File: config.mk
export PLATFORM = sky130hd
export DESIGN_NAME = ssf_ctrl
export DESIGN_NICKNAME = d
export VERILOG_FILES = /design/src/hw/rtl/ssf_pkg.sv /design/src/hw/rtl/ssf_ctrl.sv
export SDC_FILE = /design/constraint.sdc
export NUM_CORES = 1
export LEC_CHECK = 0
export BUFFER_PORTS_ARGS = -buffer_cell sky130_fd_sc_hd__buf_2
export CAP_MARGIN = 25
export CORE_MARGIN = 5
export CORE_UTILIZATION = 48
export CTS_CLUSTER_DIAMETER = 80
export DETAILED_ROUTE_END_ITERATION = 12
export PLACE_DENSITY_LB_ADDON = 0.25
export SLEW_MARGIN = 30
export SYNTH_ARGS = -nofsm -noshare
export SYNTH_HDL_FRONTEND = slang
export SYNTH_SLANG_ARGS = --single-unit
File: constraint.sdc
create_clock -name clk -period 2.7 [get_ports clk]
set_input_delay 0.405 -clock clk [delete_from_list [all_inputs] [get_ports clk]]
set_output_delay 0.405 -clock clk [all_outputs]
set_load 0.01 [all_outputs]
File: src/hw/rtl/ssf_pkg.sv
`timescale 1ns / 1ps
package ssf_pkg;

	// fixed field widths
	localparam int VALUE_BITS = 40;
	localparam int ROOT_W     = 20;
	localparam int EXP_W      = 6;
	localparam int STAT_W     = 2;
	localparam int CFG_IDX_W  = 1;
	localparam int OSEL_W     = 3;

	// default sizes handed to the top level
	localparam int     DEF_SPAN        = 65536;
	localparam longint DEF_SMALL_LIMIT = 1048576;
	localparam int     DEF_MAX_FACTORS = 11;

	// input commands
	localparam logic CMD_BUILD = 1'b0;
	localparam logic CMD_QUERY = 1'b1;

	// register indexes
	localparam logic [CFG_IDX_W-1:0] REG_SEG_LOW  = 1'b0;
	localparam logic [CFG_IDX_W-1:0] REG_SEG_HIGH = 1'b1;

	// result status codes
	localparam logic [STAT_W-1:0] ST_OK     = 2'd0;
	localparam logic [STAT_W-1:0] ST_RANGE  = 2'd1;
	localparam logic [STAT_W-1:0] ST_BADSEG = 2'd2;

	// result sources
	localparam logic [OSEL_W-1:0] OS_ZERO = 3'd0;
	localparam logic [OSEL_W-1:0] OS_BAD  = 3'd1;
	localparam logic [OSEL_W-1:0] OS_ST1  = 3'd2;
	localparam logic [OSEL_W-1:0] OS_MAP  = 3'd3;
	localparam logic [OSEL_W-1:0] OS_WORD = 3'd4;
	localparam logic [OSEL_W-1:0] OS_BIG  = 3'd5;

	typedef struct packed {
		logic                  command;
		logic [VALUE_BITS-1:0] value;
	} ssf_in_t;

	typedef struct packed {
		logic [STAT_W-1:0]     status;
		logic                  is_prime;
		logic [VALUE_BITS-1:0] factor;
		logic [EXP_W-1:0]      exponent;
		logic                  last;
	} ssf_out_t;

	typedef struct packed {
		logic              load_in;
		logic              clr_built;
		logic              set_built;
		logic              sq_start;
		logic              sq_step;
		logic              clr_init;
		logic              clr_step;
		logic              init_start;
		logic              init_step;
		logic              p_init;
		logic              p_inc;
		logic              mul;
		logic              mark_step;
		logic              ldiv_start;
		logic              off_load;
		logic              seg_cap;
		logic              seg_skip;
		logic              rdiv_start;
		logic              div_take;
		logic              seg_wr;
		logic              fin_init;
		logic              fin_wr;
		logic              q_cap;
		logic              k_inc;
		logic              emit;
		logic [OSEL_W-1:0] out_sel;
	} ssf_cmd_t;

	typedef struct packed {
		logic seg_bad;
		logic sq_last;
		logic root_big;
		logic j_gt_m;
		logic i_ge_span;
		logic p_gt_m;
		logic map_bit;
		logic div_busy;
		logic rem_zero;
		logic res_zero;
		logic built;
		logic v_le1;
		logic v_in_seg;
		logic v_in_small;
		logic total_zero;
		logic n_zero;
		logic k_last;
		logic has_big;
		logic slot_free;
	} ssf_sts_t;

endpackage

File: src/hw/rtl/ssf_ctrl.sv
`timescale 1ns / 1ps
module ssf_ctrl import ssf_pkg::*; (
	input  logic     clk,
	input  logic     arst_n,
	input  logic     in_valid,
	input  logic     in_command,
	input  ssf_sts_t sts,
	output logic     in_ready,
	output ssf_cmd_t cmd
);

	localparam logic [4:0] S_IDLE   = 5'd0;
	localparam logic [4:0] S_OUT    = 5'd1;
	localparam logic [4:0] S_BCHK   = 5'd2;
	localparam logic [4:0] S_BSQ    = 5'd3;
	localparam logic [4:0] S_BSQCHK = 5'd4;
	localparam logic [4:0] S_BCLR   = 5'd5;
	localparam logic [4:0] S_BINIT  = 5'd6;
	localparam logic [4:0] S_BPRD   = 5'd7;
	localparam logic [4:0] S_BPCHK  = 5'd8;
	localparam logic [4:0] S_BMARK  = 5'd9;
	localparam logic [4:0] S_BLDIV  = 5'd10;
	localparam logic [4:0] S_BSEG   = 5'd11;
	localparam logic [4:0] S_BSRD   = 5'd12;
	localparam logic [4:0] S_BSTART = 5'd13;
	localparam logic [4:0] S_BDIV   = 5'd14;
	localparam logic [4:0] S_BREDIV = 5'd15;
	localparam logic [4:0] S_BSWR   = 5'd16;
	localparam logic [4:0] S_BFRD   = 5'd17;
	localparam logic [4:0] S_BFWR   = 5'd18;
	localparam logic [4:0] S_QCHK   = 5'd19;
	localparam logic [4:0] S_QMAP   = 5'd20;
	localparam logic [4:0] S_QRD    = 5'd21;
	localparam logic [4:0] S_QSEL   = 5'd22;
	localparam logic [4:0] S_QWORD  = 5'd23;
	localparam logic [4:0] S_QWAIT  = 5'd24;
	localparam logic [4:0] S_QBIG   = 5'd25;

	logic [4:0]        state_q, state_d;
	logic [OSEL_W-1:0] sel_q, sel_d;

	always_ff @(posedge clk or negedge arst_n) begin
		if (!arst_n) begin
			state_q <= S_IDLE;
			sel_q   <= OS_ZERO;
		end else begin
			state_q <= state_d;
			sel_q   <= sel_d;
		end
	end

	// next state and commands
	always_comb begin
		cmd      = '0;
		state_d  = state_q;
		sel_d    = sel_q;
		in_ready = 1'b0;
		unique case (state_q)
			S_IDLE: begin
				in_ready = 1'b1;
				if (in_valid) begin
					cmd.load_in = 1'b1;
					if (in_command == CMD_BUILD) begin
						cmd.clr_built = 1'b1;
						state_d       = S_BCHK;
					end else begin
						state_d = S_QCHK;
					end
				end
			end
			S_OUT: begin
				if (sts.slot_free) begin
					cmd.emit    = 1'b1;
					cmd.out_sel = sel_q;
					state_d     = S_IDLE;
				end
			end
			// build: segment checks and root
			S_BCHK: begin
				if (sts.seg_bad) begin
					sel_d   = OS_BAD;
					state_d = S_OUT;
				end else begin
					cmd.sq_start = 1'b1;
					state_d      = S_BSQ;
				end
			end
			S_BSQ: begin
				cmd.sq_step = 1'b1;
				if (sts.sq_last)
					state_d = S_BSQCHK;
			end
			S_BSQCHK: begin
				if (sts.root_big) begin
					sel_d   = OS_BAD;
					state_d = S_OUT;
				end else begin
					cmd.clr_init = 1'b1;
					state_d      = S_BCLR;
				end
			end
			// clear map and load residues
			S_BCLR: begin
				if (sts.j_gt_m) begin
					cmd.init_start = 1'b1;
					state_d        = S_BINIT;
				end else begin
					cmd.clr_step = 1'b1;
				end
			end
			S_BINIT: begin
				if (sts.i_ge_span) begin
					cmd.p_init = 1'b1;
					state_d    = S_BPRD;
				end else begin
					cmd.init_step = 1'b1;
				end
			end
			// prime loop
			S_BPRD: begin
				if (sts.p_gt_m) begin
					cmd.fin_init = 1'b1;
					state_d      = S_BFRD;
				end else begin
					state_d = S_BPCHK;
				end
			end
			S_BPCHK: begin
				if (sts.map_bit) begin
					cmd.p_inc = 1'b1;
					state_d   = S_BPRD;
				end else begin
					cmd.mul = 1'b1;
					state_d = S_BMARK;
				end
			end
			S_BMARK: begin
				if (sts.j_gt_m) begin
					cmd.ldiv_start = 1'b1;
					state_d        = S_BLDIV;
				end else begin
					cmd.mark_step = 1'b1;
				end
			end
			S_BLDIV: begin
				if (!sts.div_busy) begin
					cmd.off_load = 1'b1;
					state_d      = S_BSEG;
				end
			end
			// walk the multiples in the segment
			S_BSEG: begin
				if (sts.i_ge_span) begin
					cmd.p_inc = 1'b1;
					state_d   = S_BPRD;
				end else begin
					state_d = S_BSRD;
				end
			end
			S_BSRD: begin
				cmd.seg_cap = 1'b1;
				state_d     = S_BSTART;
			end
			S_BSTART: begin
				if (sts.res_zero) begin
					cmd.seg_skip = 1'b1;
					state_d      = S_BSEG;
				end else begin
					cmd.rdiv_start = 1'b1;
					state_d        = S_BDIV;
				end
			end
			S_BDIV: begin
				if (!sts.div_busy) begin
					if (sts.rem_zero) begin
						cmd.div_take = 1'b1;
						state_d      = S_BREDIV;
					end else begin
						state_d = S_BSWR;
					end
				end
			end
			S_BREDIV: begin
				cmd.rdiv_start = 1'b1;
				state_d        = S_BDIV;
			end
			S_BSWR: begin
				cmd.seg_wr = 1'b1;
				state_d    = S_BSEG;
			end
			// large cofactors
			S_BFRD: begin
				if (sts.i_ge_span) begin
					cmd.set_built = 1'b1;
					sel_d         = OS_ZERO;
					state_d       = S_OUT;
				end else begin
					state_d = S_BFWR;
				end
			end
			S_BFWR: begin
				cmd.fin_wr = 1'b1;
				state_d    = S_BFRD;
			end
			// query
			S_QCHK: begin
				if (!sts.built) begin
					sel_d   = OS_ST1;
					state_d = S_OUT;
				end else if (sts.v_le1) begin
					sel_d   = OS_ZERO;
					state_d = S_OUT;
				end else if (sts.v_in_seg) begin
					state_d = S_QRD;
				end else if (sts.v_in_small) begin
					state_d = S_QMAP;
				end else begin
					sel_d   = OS_ST1;
					state_d = S_OUT;
				end
			end
			S_QMAP: begin
				sel_d   = OS_MAP;
				state_d = S_OUT;
			end
			S_QRD: begin
				cmd.q_cap = 1'b1;
				state_d   = S_QSEL;
			end
			S_QSEL: begin
				if (sts.total_zero) begin
					sel_d   = OS_ZERO;
					state_d = S_OUT;
				end else if (sts.n_zero) begin
					state_d = S_QBIG;
				end else begin
					state_d = S_QWORD;
				end
			end
			S_QWORD: begin
				if (sts.slot_free) begin
					cmd.emit    = 1'b1;
					cmd.out_sel = OS_WORD;
					if (!sts.k_last) begin
						cmd.k_inc = 1'b1;
						state_d   = S_QWAIT;
					end else if (sts.has_big) begin
						state_d = S_QBIG;
					end else begin
						state_d = S_IDLE;
					end
				end
			end
			S_QWAIT: state_d = S_QWORD;
			S_QBIG: begin
				if (sts.slot_free) begin
					cmd.emit    = 1'b1;
					cmd.out_sel = OS_BIG;
					state_d     = S_IDLE;
				end
			end
			default: state_d = S_IDLE;
		endcase
	end

endmodule
* Word-level counts from Yosys, hierarchy flattened
Cells that the tools add are included.
Word-level totals: register bits after elaboration 8, input bits 23, word-level logic and storage cells 125, output and inout bits 29
Cells by class: equality and inequality tests 40, reductions and logical operators 5, multiplexer cells 78
Operator list (number):
- $pmux W5 S25 | 1
- $mux W5 | 21
- $eq A5 B5 Y1 const B | 10
- $eq A5 B4 Y1 const B | 8
- $mux W1 | 31
- $mux W3 | 10
- $ne A2 B2 Y1 const B | 12
- $eq A5 B3 Y1 const B | 4
- $mux W4 | 5
- $pmux W3 S6 | 1
- $mux W2 | 6
- $pmux W4 S3 | 1
- $eq A5 B2 Y1 const B | 2
- $reduce_and A9 Y1 | 1
- $ne A4 B4 Y1 const B | 2
- $reduce_and A7 Y1 | 1
- $reduce_bool A6 Y1 | 1
- $eq A5 B1 Y1 const B | 1
- $logic_not A5 Y1 | 1
- $pmux W1 S2 | 2
- $ne A2 B1 Y1 const B | 1
- $reduce_or A2 Y1 | 1

* Longest topological paths before layout
Gate-level depths: netlist (run 1).
word-level depth 5, gate-level depth with buffers 8, mapped depth without buffers 5

* Least setup slack after synthesis (run 1)
Ideal clock, no wire load.
kind register -> output, from register state_q[1], to output cmd[13] (netlist name), cell stages (with the launch flop) 6, arrival 1.749 ns, path buffers 4, path slack 0.546 ns, data required time 2.295 ns, path through dfrtp_1 buf_6 clkbuf_1 clkbuf_1 buf_1 nor4b_1
RTL lines:
- start: declaration | line ssf_ctrl.sv:39 | logic [4:0] state_q, state_d;
- start signal: assignment | line ssf_ctrl.sv:47 | state_q <= state_d;
- end: declaration | line ssf_ctrl.sv:9 | output ssf_cmd_t cmd

==> results of run 1 <==
cell families (layout without fill, tap and decap cells):
kind of cell,after synthesis,in the layout,share of synthesized area
AO/OA/AOI/OAI,38,38,0.229
multiplexers,5,5,0.0570
flip-flops,7,7,0.142
AND/OR/NAND/NOR,99,99,0.468
buffers and inverters,28,77,0.104
registers in the layout, indices dropped and copies added (netlist names):
register,flops
sel_q,2
state_q,5
through the flow:
step	cells	cell area [µm²]	power, W	hold slack, ns	setup slack [ns]
after global routing	256	1560	0.00165	0.531	0.0165
final	256	1560	0.00154	0.516	0.112
after detailed placement	251	1520	0.00141	0.247	0.357
after global placement	251	1520	0.00138	0.242	0.462
after floorplan	177	1230	0.00111	0.109	0.546
after CTS	256	1560	0.00151	0.520	0.117
Yosys cell counts, drive strengths merged (2+ instances only):
cell	number
nor2b	10
nor3	18
or3	3
o22ai	2
clkbuf	13
buf	6
nor3b	4
nand2	10
nor4	3
o21ai	5
nand3	5
and3	2
a211oi	4
nand4	2
or4	2
a221o	2
a32oi	3
inv	9
or2	3
dfrtp	7
nor2	17
nand3b	4
nand2b	6
a21oi	4
or3b	3
a31oi	2
o211ai	3
a311oi	2
a22oi	2
mux2	4
final cells by class:
type / count / area (µm²)
Timing Repair Buffer: 64 / 355
Tap cell: 30 / 37.5
Fill cell: 235 / 900
Inverter: 9 / 33.8
Clock buffer: 4 / 26.3
Sequential cell: 7 / 175
Multi-Input combinational cell: 142 / 927
where the power goes:
part	internal [W]	switching (W)	total, W
Clock	0.0000565	0.0000396	0.0000961
Combinational	0.000541	0.000642	0.00118
Sequential	0.000152	0.000114	0.000266
Total	0.000749	0.000795	0.00154
timing repair:
item	in CTS	in global routing
setup endpoints to repair	0	0
hold endpoints to repair	7	0
hold buffers	1	0
final timing paths:
| check | startpoint | to | slack (ns) |
|---|---|---|---|
| max in group asynchronous | arst_n | state_q[2]$_DFFE_PN0P_ | 2.02 |
| worst min register to register | sel_q[1]$_DFFE_PN0P_ | sel_q[1]$_DFFE_PN0P_ | 0.52 |
| worst max register to register | state_q[1]$_DFFE_PN0P_ | state_q[0]$_DFFE_PN0P_ | 0.30 |
| worst min-delay path | arst_n | sel_q[1]$_DFFE_PN0P_ | 0.52 |
| min in group clk | sel_q[1]$_DFFE_PN0P_ | sel_q[1]$_DFFE_PN0P_ | 0.52 |
| worst max-delay path | state_q[3]$_DFFE_PN0P_ | cmd[0] | 0.11 |
worst max-delay path, delay by kind of cell (launching register included):
family | cells | cell delay (ns)
compound gates | 1 | 0.24
buf+inv | 1 | 0.12
flops | 1 | 0.66
simple gates | 3 | 0.91
cells in the final DEF, fill, tap and decap left out, drive strengths merged, types with 2 or more instances in the layout:
cell    count
buf        63
nor3       18
nor2       17
nand2      10
nor2b      10
inv         9
dfrtp       7
nand2b      6
nand3       5
o21ai       5
nand3b      4
nor3b       4
a21oi       4
mux2        4
a211oi      4
clkbuf      4
or3b        3
nor4        3
a32oi       3
o211ai      3
or2         3
or3         3
a31oi       2
and3        2
a22oi       2
nand4       2
o22ai       2
a221o       2
a311oi      2
or4         2
metal layers:
metal	GRT usage	up-vias
met5	0	-
met4	0.124	0
met3	0.0404	16
met2	0.403	130
met1	0.338	768
li1	-	750
==> flow_summary.json, run 1 <==
{
  "setup.worst_path.end_class": "output pin",
  "worst_ep_required_time_ns": 2.30,
  "clkLatencyLatePin_ns": 0.25,
  "grt_pass1_vias": 1545,
  "cts_num_sinks": 7,
  "critPathLaunchType": "flip-flop",
  "drtAntennaViolNets": 0,
  "grt_usage": 0.255,
  "drive_above_1_share": 0.354,
  "grt-ovfl-total": 0,
  "post_synth.cell_area_avg_um2": 6.95,
  "diodes": 0,
  "htreeDepth": 1,
  "core_um2": 2450,
  "drc": 0,
  "yosys-top-cells-area": "dfrtp_1, nor3_1, nor2_1, mux2_4, nor2b_1",
  "routabilityCongestion": 1.02,
  "yosys_warnings": 0,
  "synth_cells": 177,
  "fin_crit_ns": 2.59,
  "drv_cap": 0,
  "initial_core_util": 0.501,
  "finalSetupTns_ns": 0,
  "leakage_nw": 0.744,
  "rsz0062_at_grt": "false",
  "crit_path_max_fanout": 18,
  "relSlewSlack": 0.659,
  "skew_ns": 0.00257,
  "wl_met2_mm": 2.08,
  "drt-total-wl_mm": 4.56,
  "setup_viol": 0,
  "maxSlewViolCount": 0,
  "syn_area_um2": 1230,
  "min_period_over_period": 0.959,
  "slowest_delay_ns": 0.66,
  "firstDrtPassIters": 5,
  "drt_iter0_markers": 131,
  "yosysTopAreaCell": "dfrtp_1",
  "die_w_um": 60.6,
  "worst_hold_path_type": "in2async",
  "synth.distinct_cells": 55,
  "top_layer_used": "met4",
  "root_buffer": "clkbuf_4",
  "wl_met3_um": 485,
  "seq_area_frac_synth": 0.142,
  "cts_buffers": 3,
  "port_buffers": 51,
  "ys_async_sr_fraction": 1.00,
  "worstRegToRegCells": 6,
  "path_clk_slew_ns": 0.05,
  "ir_worst_vdd_v": 0.000567,
  "status": "finished, final reports clean",
  "cts.repair.resized": 0,
  "fin_nets": 250,
  "rows": 18,
  "num_vias": 1664,
  "area_growth_pct": 26.4,
  "crit_chain": "or3b_2, o221ai_1, and3_1, and3_1, buf_2",
  "wl_per_cell_um": 17.8,
  "cts_buffer_depth": 2,
  "slowest_stage": "dfrtp_1",
  "grt_pass1_wl_mm": 7.15,
  "synth-edff-count": 0,
  "ys_seq_elements": 7,
  "synth_top_area_frac": 0.142,
  "criticalPathCategory": "reg2out",
  "critPathArrivalTime_ns": 2.18,
  "drt-met1-wl_mm": 1.83,
  "synth_top_flop_cell": "dfrtp_1",
  "power_density_nw_per_um2": 993,
  "final_core_util": 0.634,
  "dp_hpwl_mm": 3.50,
  "die-area_um2": 3670,
  "timing.final.hold_violations": 0,
  "dieHeight_um": 60.6,
  "max_freq_mhz": 386,
  "cpMostUsedCell": "and3_1",
  "antenna_found_initial": 0,
  "cts_tree": "built",
  "worst_pin_slew_ns": 0.511,
  "grt_max_degree": 20,
  "syn_nets": 200,
  "cts_setup_buffers": 0,
  "pin_count": 52,
  "vias_per_cell": 6.50
}
Note: power is estimated with default switching activity, not from simulation.
==> run 2, diff against run 1 <==
- CORE_UTILIZATION: 48 -> 52
- GPL_TIMING_DRIVEN: default -> 0
- clock period: 2.7 -> 3.27 ns (I/O delays scaled with it)
==> flow_summary.json, run 2 (synthesis results as in run 1) <==
{
  "cts_num_sinks": 7,
  "drt-total-wl_mm": 4.72,
  "intPower_w": 0.000609,
  "rows": 17,
  "root_buffer": "clkbuf_4",
  "reg2reg_to": "state_q[1]$_DFFE_PN0P_",
  "clkLatencyLatePin_ns": 0.25,
  "die_w_um": 58.6,
  "drive_above_1_share": 0.319,
  "routabilityCongestion": 0.941,
  "multiInputGateArea_um2": 927,
  "setup_viol": 0,
  "rsz0062_at_grt": "false",
  "area_growth_pct": 25.7,
  "cts.repair.resized": 0,
  "nFillCells": 220,
  "worst_hold_path_type": "in2async",
  "layout_common_cells": "buf_2, nor3_1, nor2_1",
  "critPathLaunchType": "flip-flop",
  "relSlewSlack": 0.627,
  "final_common_cell": "buf_2",
  "drv_cap": 0,
  "swShare": 0.533,
  "diodes": 0,
  "ctsHoldBuffers": 0,
  "initial_core_util": 0.551,
  "num_vias": 1683,
  "pin_count": 52,
  "power_density_nw_per_um2": 843,
  "cts_tree": "built",
  "grt_usage": 0.277,
  "worst_pin_slew_ns": 0.560,
  "setup.worst_path.end_class": "output pin",
  "die-area_um2": 3440,
  "seqPwrFrac": 0.132,
  "grt_pass1_vias": 1641,
  "r2r_slack_ns": 0.97,
  "htreeDepth": 1,
  "top_regs": "state_q (5), sel_q (2)",
  "critPathArrivalTime_ns": 2.56,
  "drc": 0,
  "max_freq_mhz": 328,
  "leakage_nw": 0.729,
  "setup_ws_ns": 0.220,
  "antenna_found_initial": 0,
  "status": "finished, final reports clean",
  "crit_path_max_fanout": 10,
  "cts_buffers": 3,
  "drt_iter0_markers": 103,
  "finalSetupTns_ns": 0,
  "cts_buffer_depth": 2,
  "grt-ovfl-total": 0,
  "ir_worst_vdd_v": 0.000482,
  "place_ws_ns": 0.624,
  "clkPwrFrac": 0.061,
  "worstRegToRegCells": 6,
  "grt_pass1_wl_mm": 7.47,
  "criticalPathCategory": "reg2out",
  "register_area_um2": 175,
  "worst_ep_required_time_ns": 2.78,
  "maxSlewViolCount": 0,
  "core_um2": 2230,
  "grt_max_degree": 11,
  "path_clk_slew_ns": 0.05,
  "skew_ns": 0.00133,
  "firstDrtPassIters": 4,
  "combPwrFrac": 0.807,
  "dp_hpwl_mm": 3.55,
  "port_buffers": 51,
  "largest_reg_flops": 5,
  "regMostFlops": "state_q",
  "r2r_start": "state_q[2]$_DFFE_PN0P_",
  "p_sw_w": 0.000695,
  "timing.final.hold_violations": 0,
  "vias_per_cell": 6.47,
  "fin_nets": 256,
  "fin_crit_ns": 3.05,
  "dieHeight_um": 58.6,
  "min_period_over_period": 0.933,
  "wl_per_cell_um": 18.1,
  "drtAntennaViolNets": 0,
  "cts_setup_buffers": 0
}
-- run 2: stage by stage --
step | cell area, µm² | hold WS [ns] | utilization | instances | power [W]
global route | 1550 | 0.0641 | 0.692 | 260 | 0.00138
finish | 1550 | 0.0673 | 0.692 | 260 | 0.00130
detailed placement | 1520 | 0.335 | 0.681 | 256 | 0.00119
CTS | 1550 | 0.0634 | 0.692 | 260 | 0.00128
global placement | 1520 | 0.321 | 0.681 | 256 | 0.00117
floorplan | 1230 | 0.195 | - | 177 | 0.000921
-- run 2: worst max-delay path, cell delays in order, from the launching register on --
cell      delay, ns
dfrtp_1        0.38
buf_6          0.16
clkbuf_1       0.36
clkbuf_1       0.40
buf_1          0.49
nor4b_1        0.32
buf_2          0.19
-- run 2: worst max path at each step --
stage               slack, ns              startpoint      end
global placement         0.72  state_q[1]$_DFFE_PN0P_  cmd[17]
detailed placement       0.62  state_q[1]$_DFFE_PN0P_  cmd[13]
floorplan                1.03  state_q[1]$_DFFE_PN0P_  cmd[13]
global route             0.12  state_q[1]$_DFFE_PN0P_  cmd[17]
CTS                      0.34  state_q[1]$_DFFE_PN0P_  cmd[13]
finish                   0.22  state_q[1]$_DFFE_PN0P_  cmd[13]
-- run 2: power by group through the flow --
| stage | Clock [W] | Combinational, W | Sequential [W] |
|---|---|---|---|
| 2_1_floorplan | 0 | 0.000762 | 0.000159 |
| 3_3_place_gp | 0 | 0.000999 | 0.000168 |
| 3_5_place_dp | 0 | 0.00102 | 0.000171 |
| 4_1_cts | 0.0000816 | 0.00102 | 0.000169 |
| 5_1_grt | 0.0000898 | 0.00112 | 0.000176 |
| 6_report | 0.0000791 | 0.00105 | 0.000172 |
-- run 2: metal layers --
metal  part of all wire  routed length, µm  vias to the layer above  global-route usage
met5                  0                  0                        -                   0
li1                   -                  -                      767                   -
met2               0.47               2210                      126               0.447
met3               0.12                547                       20              0.0373
met1               0.38               1810                      770               0.353
met4              0.032                152                        0               0.159
-- run 2: final cells by class --
class | instances | area share
clock buffer | 4 | 0.0170
timing repair buffer | 51 | 0.165
inverter | 9 | 0.0218
multi-input combinational | 142 | 0.600
sequential | 7 | 0.113
buffer | 19 | 0.0607
tap | 28 | 0.0227
